File: src/rtl/core/tkis_pkg.sv
// Package: shared types and codes for the letter trie insert/search block.
package tkis_pkg;

    typedef enum logic [2:0] {
        S_CLEAR,
        S_IDLE,
        S_LINK,
        S_TAG,
        S_DONE
    } t_state;

    typedef enum logic [1:0] {
        ST_INSERTED  = 2'd0,
        ST_FOUND     = 2'd1,
        ST_NOT_FOUND = 2'd2,
        ST_FULL      = 2'd3
    } t_status;

    localparam logic CMD_INSERT = 1'b0;
    localparam logic CMD_SEARCH = 1'b1;

    typedef struct packed {
        logic clr_en;
        logic accept;
        logic link_step;
        logic tag_step;
        logic emit;
    } t_cmd;

    typedef struct packed {
        logic clr_done;
        logic skip;
        logic need_tag;
        logic last;
        logic out_free;
    } t_stat;

endpackage

File: src/rtl/core/tkis_ctrl.sv
// Controller: sequences table clearing, link walk, key access and result request.
module tkis_ctrl (
    input  logic           i_clk,
    input  logic           i_rst_n,
    input  logic           i_in_valid,
    input  tkis_pkg::t_stat i_stat,
    output logic           o_in_ready,
    output tkis_pkg::t_cmd o_cmd
);

    tkis_pkg::t_state r_state;
    tkis_pkg::t_state n_state;

    always_ff @(posedge i_clk) begin
        if (!i_rst_n) begin
            r_state <= tkis_pkg::S_CLEAR;
        end else begin
            r_state <= n_state;
        end
    end

    always_comb begin
        n_state    = r_state;
        o_cmd      = '0;
        o_in_ready = 1'b0;
        unique case (r_state)
            tkis_pkg::S_CLEAR: begin
                o_cmd.clr_en = 1'b1;
                if (i_stat.clr_done) begin
                    n_state = tkis_pkg::S_IDLE;
                end
            end
            tkis_pkg::S_IDLE: begin
                o_in_ready = 1'b1;
                if (i_in_valid) begin
                    o_cmd.accept = 1'b1;
                    n_state = i_stat.skip ? tkis_pkg::S_DONE : tkis_pkg::S_LINK;
                end
            end
            tkis_pkg::S_LINK: begin
                o_cmd.link_step = 1'b1;
                if (i_stat.need_tag) begin
                    n_state = tkis_pkg::S_TAG;
                end else if (i_stat.last) begin
                    n_state = tkis_pkg::S_DONE;
                end else begin
                    n_state = tkis_pkg::S_IDLE;
                end
            end
            tkis_pkg::S_TAG: begin
                o_cmd.tag_step = 1'b1;
                n_state = tkis_pkg::S_DONE;
            end
            tkis_pkg::S_DONE: begin
                if (!i_stat.last) begin
                    n_state = tkis_pkg::S_IDLE;
                end else if (i_stat.out_free) begin
                    o_cmd.emit = 1'b1;
                    n_state = tkis_pkg::S_IDLE;
                end
            end
            default: begin
                n_state = tkis_pkg::S_CLEAR;
            end
        endcase
    end

endmodule

File: config.mk
export PLATFORM = sky130hd
export DESIGN_NAME = tkis_ctrl
export DESIGN_NICKNAME = d
export VERILOG_FILES = /design/src/rtl/core/tkis_pkg.sv /design/src/rtl/core/tkis_ctrl.sv
export SDC_FILE = /design/constraint.sdc
export NUM_CORES = 1
export LEC_CHECK = 0
export BUFFER_PORTS_ARGS = -buffer_cell sky130_fd_sc_hd__buf_4
export CORE_AREA = 8 8 45 47
export DETAILED_ROUTE_END_ITERATION = 7
export DIE_AREA = 0 0 53 55
export GPL_TIMING_DRIVEN = 0
export PLACE_DENSITY = 0.54
export SYNTH_ARGS = -nofsm -noshare
export SYNTH_HDL_FRONTEND = slang
export SYNTH_SLANG_ARGS = --single-unit
File: constraint.sdc
create_clock -name i_clk -period 1.15 [get_ports i_clk]
set_clock_uncertainty 0.1 [all_clocks]
set_input_delay 0.115 -clock i_clk [delete_from_list [all_inputs] [get_ports i_clk]]
set_output_delay 0.115 -clock i_clk [all_outputs]
set_load 0.01 [all_outputs]
==> results_tabular.tex, run 1 <==
\begin{tabular}{lr}
\hline
Metric & Value \\
\hline
\multicolumn{2}{l}{\textbf{Floorplanning}} \\
Count of boundary I/O pins & 14 \\
Horizontal extent of the die & around 53 um \\
Die Height & between 50 and 60 um \\
Core Rows & 14 \\
Effective utilization at floorplan & 20.3\% \\
Total die area & between 2000 and 3000 um\^{}2 \\
Core Box Area & approximately 1400 um\^{}2 \\
\multicolumn{2}{l}{\textbf{Cells and area}} \\
Fin nets & between 60 and 70 \\
Register name with the most flops & r\_state \\
Area growth, synth to finish & 104\% \\
Biggest registers after layout & r\_state x3 \\
Number of flip-flops under the largest register name & 3 \\
Layout cells sized above 1 & $\sim$75\% \\
Filler instances & between 100 and 150 \\
Most common cell after layout, fill and taps aside & buf\_4 \\
Seq. cell area & about 63 um\^{}2 \\
N\_diodes & 0 \\
Multi-input gate area in the final layout & 234 um\^{}2 \\
Highest-count cells in the layout ignoring fill and taps & buf\_4 (15), buf\_6 (7), nor2\_4 (4) \\
\multicolumn{2}{l}{\textbf{Timing}} \\
Max-slew violation total from the final report & 0 \\
Worst slew pin tran & approximately 0.27 ns \\
Max Clock Freq & $\sim$0.77 GHz \\
Normalized max-slew margin & between 80\% and 90\% \\
Setup Viol. Count Final & 8 \\
Smallest hold slack & 0.0979 ns \\
Final critical-path setup slack & -0.147 ns \\
Unrepaired setup endpoints after global routing & yes \\
Tcrit/Tclk final & 113\% \\
Final hold viol count & 0 \\
Period minus WS final & around 1.3 ns \\
\multicolumn{2}{l}{\textbf{Placed design}} \\
Number of I/O port buffers & 13 \\
HPWL Detailed & between 500 and 600 um \\
Place WS & about 0.058 ns \\
RD Place Congestion & around 0.76 \\
\multicolumn{2}{l}{\textbf{Worst setup path}} \\
Maximum net fanout on the critical path & 8 \\
Critical Path AT & 1.08 ns \\
Buffer and inverter count on the worst path & 2 \\
Cells along the critical path & buf\_8 > nor2\_4 > and3\_4 > buf\_6 \\
Library cell contributing the largest single delay on the critical path & dfxtp\_2 \\
CP peak stage delay & between 0.3 and 0.4 ns \\
Endpoint type of the worst setup path & output port \\
Startpoint-to-endpoint class of the critical path & flop to output port \\
Top cell family by delay on the critical path & flip-flops \\
Sort of element at the start of the critical path & flop \\
Required arrival time at the worst endpoint & $\sim$0.94 ns \\
\multicolumn{2}{l}{\textbf{Run}} \\
Max cap viols & 0 \\
\multicolumn{2}{l}{\textbf{CTS}} \\
Clock transition at path regs & 0.04 ns \\
\# clock sinks & 3 \\
Clock Root Buffer & clkbuf\_4 \\
Clock buffers created by TritonCTS & 3 \\
CTS tree & yes \\
Htree depth & 1 \\
Source-to-sink clock delay at the later pin of the worst-skew pair & between 0.2 and 0.25 ns \\
Worst-case clock buffer depth & 2 \\
\multicolumn{2}{l}{\textbf{Power and ir drop}} \\
Total leakage power & 0.250 nW \\
Power per Cell Area & roughly 890 nW/um\^{}2 \\
Peak supply drop & roughly 270 uV \\
Final total power & 0.000512 W \\
\multicolumn{2}{l}{\textbf{Drt}} \\
Number of design-rule violations left by the first detailed-router iteration & 5 \\
Remaining design rule violation count & 0 \\
Antenna-violating nets left & 0 \\
Drt via density & approximately 4.5 \\
Total routed wirelength & 904 um \\
Number of iterations in the first detailed-routing pass & 2 \\
Post-DR wirelength/cell & $\sim$12 um \\
Via Count & around 340 \\
\multicolumn{2}{l}{\textbf{Worst hold path}} \\
Class of the tightest hold or removal check & input port to flop \\
\multicolumn{2}{l}{\textbf{Logic synthesis}} \\
Post-synthesis cell count & 34 \\
FF+latch count, synth & 3 \\
Share of synthesized area occupied by flip-flops and latches & 21.3\% \\
Post-synthesis cell type with the largest combined area & dfxtp\_1 \\
Avg Inst Size Synth & roughly 8.3 um\^{}2 \\
Post-Syn Nets & 42 \\
Fraction of post-synthesis cell area in the top cell type by area & 21.3\% \\
Synth warn & 0 \\
Summed instance area of the synthesized netlist & roughly 280 um\^{}2 \\
Cells taking the most area after synthesis & dfxtp\_1 (21\%), buf\_6 (12\%), nor3\_1 (5.3\%) \\
Count of distinct cell types in the synthesized netlist & 22 \\
\multicolumn{2}{l}{\textbf{Global routing}} \\
Wire length of the first global-routing pass & between 1000 and 1500 um \\
Global router's overall resource usage & 7.21\% \\
Pin count of the biggest net entering global routing & 10 \\
Number of global-route vias before repair & approximately 350 \\
Initial antenna violation count & 0 \\
Total overflow reported by the global router & 0 \\
\multicolumn{2}{l}{\textbf{Run status}} \\
Failing checks & setup timing \\
Run status & complete, but fails checks \\
\hline
\end{tabular}
-- per-layer routing --
| metal | up-vias | routed length [um] | part of all wire (%) | track usage [%] |
|---|---|---|---|---|
| met4 | 0 | 21 | 2.3 | 9.05 |
| li1 | 171 | - | - | - |
| met5 | - | 0 | 0 | 0 |
| met2 | 10 | 482 | 53 | 10.9 |
| met3 | 2 | 63 | 7.0 | 3.21 |
| met1 | 159 | 337 | 37 | 6.52 |
-- what timing repair did --
action | 4_1_cts | 5_1_grt
endpoints found under the setup margin | 6 | 9
pin swaps | 2 | 6
setup buffers | 3 | 4
cloned | 1 | 0
gates resized for setup | 9 | 13
hold buffers | 1 | 0
hold endpoints to repair | 1 | 0
-- per-stage QoR --
stage | cell area (um^2) | setup TNS [ns] | std cells | util [%]
final | 576 | -0.763 | 76 | 41.6
after global routing | 576 | -1.33 | 76 | 41.6
after CTS | 494 | -0.757 | 72 | 35.7
after detailed placement | 399 | 0 | 63 | 28.8
after global placement | 399 | 0 | 63 | 28.8
after floorplan | 282 | 0 | 34 | -
-- layout make-up --
| cell class | count | share of cell area [%] |
|---|---|---|
| Timing Repair Buffer | 22 | 32.0 |
| Tap cell | 16 | 3.48 |
| Sequential cell | 3 | 10.9 |
| Clock buffer | 4 | 4.57 |
| Multi-Input combinational cell | 25 | 40.7 |
| Inverter | 3 | 1.96 |
| Buffer | 3 | 6.52 |
-- power breakdown --
group,switching (W),total (W),internal [W]
Combinational,0.0000970,0.000213,0.000116
Sequential,0.00000335,0.000115,0.000112
Clock,0.0000536,0.000184,0.000130
-- synthesized netlist by cell type --
library cell / n
nor2_1: 4
buf_6: 3
dfxtp_1: 3
nor3_1: 3
a31oi_1: 2
inv_1: 2
nand2_1: 2
a21oi_1: 1
a221oi_2: 1
a22oi_2: 1
and3_1: 1
and4_2: 1
inv_2: 1
mux2i_1: 1
nand2b_4: 1
nand3_1: 1
nor2_2: 1
nor2b_1: 1
nor2b_2: 1
nor3_2: 1
o21ai_0: 1
o22ai_2: 1
-- final timing paths --
kind | startpoint | end | slack, ns | cells after the start
max | r_state[2] | o_cmd[3] | -0.15 | 4
min | i_stat[2] | r_state[1] | 0.1 | 3
max reg2reg | r_state[2] | r_state[0] | -0.06 | 6
min reg2reg | r_state[2] | r_state[1] | 0.55 | 3
-- cell families after synthesis --
| kind of cell | share of synthesized area, % |
|---|---|
| flops | 21.3 |
| simple gates | 36.9 |
| mux | 3.56 |
| compound gates | 22.2 |
| buf+inv | 16.0 |
-- worst reg2reg max path: stages, from the launching register on --
cell,delay [ns]
dfxtp_2,0.32
buf_8,0.13
nand2b_4,0.16
buf_6,0.10
o22ai_4,0.06
a22oi_2,0.17
nor2b_2,0.05
(Power assumes the default switching activity.)
==> run 2: changes to the inputs <==
--- a/config.mk
+++ b/config.mk
@@ -11,6 +11,7 @@
 export DIE_AREA = 0 0 53 55
 export GPL_TIMING_DRIVEN = 0
 export PLACE_DENSITY = 0.54
+export RECOVER_POWER = 50
 export SYNTH_ARGS = -nofsm -noshare
 export SYNTH_HDL_FRONTEND = slang
 export SYNTH_SLANG_ARGS = --single-unit
==> constraint.sdc (replaced) <==
create_clock -name i_clk -period 1.3 [get_ports i_clk]
set_clock_uncertainty 0.1 [all_clocks]
set_input_delay 0.13 -clock i_clk [delete_from_list [all_inputs] [get_ports i_clk]]
set_output_delay 0.13 -clock i_clk [all_outputs]
set_load 0.01 [all_outputs]
==> results_tabular.tex, run 2 (same netlist as run 1, synthesis figures left out) <==
\begin{tabular}{lr}
\hline
Metric & Value \\
\hline
\multicolumn{2}{l}{\textbf{Worst setup path}} \\
Top cell family by delay on the critical path & flip-flops \\
Endpoint type of the worst setup path & output port \\
Critical Path AT & roughly 1.1 ns \\
Library cell contributing the largest single delay on the critical path & dfxtp\_2 \\
CP peak stage delay & approximately 0.31 ns \\
Startpoint-to-endpoint class of the critical path & flop to output port \\
Sort of element at the start of the critical path & flop \\
Required arrival time at the worst endpoint & $\sim$1.1 ns \\
Library cell appearing most often on the critical path & buf\_6 \\
Buffer and inverter count on the worst path & 2 \\
Maximum net fanout on the critical path & 5 \\
Cells along the critical path & buf\_6 > nor2\_4 > and3\_4 > buf\_6 \\
\multicolumn{2}{l}{\textbf{Timing}} \\
Tcrit/Tclk final & 98.9\% \\
Smallest hold slack & slightly below 0.02 ns \\
Unrepaired setup endpoints after global routing & yes \\
Normalized max-slew margin & between 80\% and 90\% \\
Max-slew violation total from the final report & 0 \\
Final hold viol count & 0 \\
Setup Viol. Count Final & 0 \\
Max Clock Freq & between 0.7 and 0.8 GHz \\
Period minus WS final & 1.29 ns \\
Worst slew pin tran & $\sim$0.24 ns \\
\multicolumn{2}{l}{\textbf{CTS}} \\
Clock transition at path regs & $\sim$0.040 ns \\
Clock buffers created by TritonCTS & 3 \\
Worst-case clock buffer depth & 2 \\
CTS tree & yes \\
\# clock sinks & 3 \\
Clock Root Buffer & clkbuf\_4 \\
Source-to-sink clock delay at the later pin of the worst-skew pair & around 0.23 ns \\
Htree depth & 1 \\
\multicolumn{2}{l}{\textbf{Cells and area}} \\
Biggest registers after layout & r\_state x3 \\
Register name with the most flops & r\_state \\
Number of flip-flops under the largest register name & 3 \\
Filler instances & 150 \\
Layout cells sized above 1 & just under 70\% \\
Most common cell after layout, fill and taps aside & buf\_4 \\
Post-route cell area & just over 500 um\^{}2 \\
Fin nets & 66 \\
N\_diodes & 0 \\
Highest-count cells in the layout ignoring fill and taps & buf\_4 (15), buf\_6 (5), nor2\_4 (3), nor3\_1 (3), clkbuf\_4 (3) \\
Seq. cell area & about 65 um\^{}2 \\
Area growth, synth to finish & 80.0\% \\
Multi-input gate area in the final layout & approximately 200 um\^{}2 \\
\multicolumn{2}{l}{\textbf{Global routing}} \\
Number of global-route vias before repair & 308 \\
Global router's overall resource usage & under 10\% \\
Total overflow reported by the global router & 0 \\
Initial antenna violation count & 0 \\
Pin count of the biggest net entering global routing & 11 \\
Wire length of the first global-routing pass & 1310 um \\
\multicolumn{2}{l}{\textbf{Floorplanning}} \\
Core Box Area & about 1400 um\^{}2 \\
Horizontal extent of the die & about 53 um \\
Effective utilization at floorplan & between 20\% and 30\% \\
Die Height & about 55 um \\
Core Rows & 14 \\
Count of boundary I/O pins & 14 \\
Total die area & between 2000 and 3000 um\^{}2 \\
\multicolumn{2}{l}{\textbf{Run status}} \\
Run status & complete, no violations \\
\multicolumn{2}{l}{\textbf{Placed design}} \\
Placed Instance Area & approximately 400 um\^{}2 \\
HPWL Detailed & between 500 and 600 um \\
Number of I/O port buffers & 13 \\
RD Place Congestion & 0.764 \\
\multicolumn{2}{l}{\textbf{Drt}} \\
Post-DR wirelength/cell & 11.4 um \\
Number of iterations in the first detailed-routing pass & 4 \\
Antenna-violating nets left & 0 \\
Remaining design rule violation count & 0 \\
Drt via density & between 4 and 5 \\
Total routed wirelength & around 830 um \\
Via Count & between 300 and 400 \\
Number of design-rule violations left by the first detailed-router iteration & 6 \\
\multicolumn{2}{l}{\textbf{Power and ir drop}} \\
Total leakage power & about 0.23 nW \\
Peak supply drop & roughly 210 uV \\
Power per Cell Area & $\sim$830 nW/um\^{}2 \\
\multicolumn{2}{l}{\textbf{Run}} \\
Max cap viols & 0 \\
\multicolumn{2}{l}{\textbf{Worst hold path}} \\
Class of the tightest hold or removal check & input port to flop \\
\hline
\end{tabular}
run 2: per-layer routing:
layer	global-route usage, %	part of all wire [%]	vias up	wire (um)
li1	-	-	164	-
met5	0	0	-	0
met1	6.20	41	154	341
met2	9.77	52	8	433
met4	7.76	0	0	0
met3	2.14	6.5	0	54
run 2: what timing repair did:
action                     CTS  global route
resized for setup            6             9
setup endpoints to repair    3             6
gates cloned                 1             1
buffers inserted             1             4
hold buffers                 0             0
pin swaps                    2             4
run 2: final timing paths:
check,from,endpoint,slack [ns],depth (start not counted)
min,i_rst_n,r_state[0],0.02,2
max reg2reg,r_state[0],r_state[2],0.09,6
max,r_state[2],o_cmd[3],0.01,4
min reg2reg,r_state[1],r_state[2],0.58,3
run 2: power breakdown:
part	internal, W	switching, W	total (W)	leakage [nW]
combinational	0.0000850	0.0000702	0.000155	0.188
clock	0.000115	0.0000467	0.000162	0.0150
sequential	0.0000975	0.00000601	0.000104	0.0258
run 2: area by class of cell:
type / instances / area share, %
Multi-Input combinational cell: 25 / 40.5
Timing Repair Buffer: 20 / 30.9
Sequential cell: 3 / 12.8
Clock buffer: 4 / 5.19
Buffer: 2 / 4.44
Tap cell: 16 / 3.95
Inverter: 3 / 2.22
run 2: through the flow:
stage	setup WS, ns	TNS (ns)	util, %	std cells	power [W]
floorplan	0.210	0	-	34	0.000183
finish	0.0148	0	36.6	73	0.000420
global placement	0.202	0	28.8	63	0.000230
detailed placement	0.200	0	28.8	63	0.000231
CTS	-0.0357	-0.0562	33.0	69	0.000411
global route	-0.0346	-0.141	36.6	73	0.000460
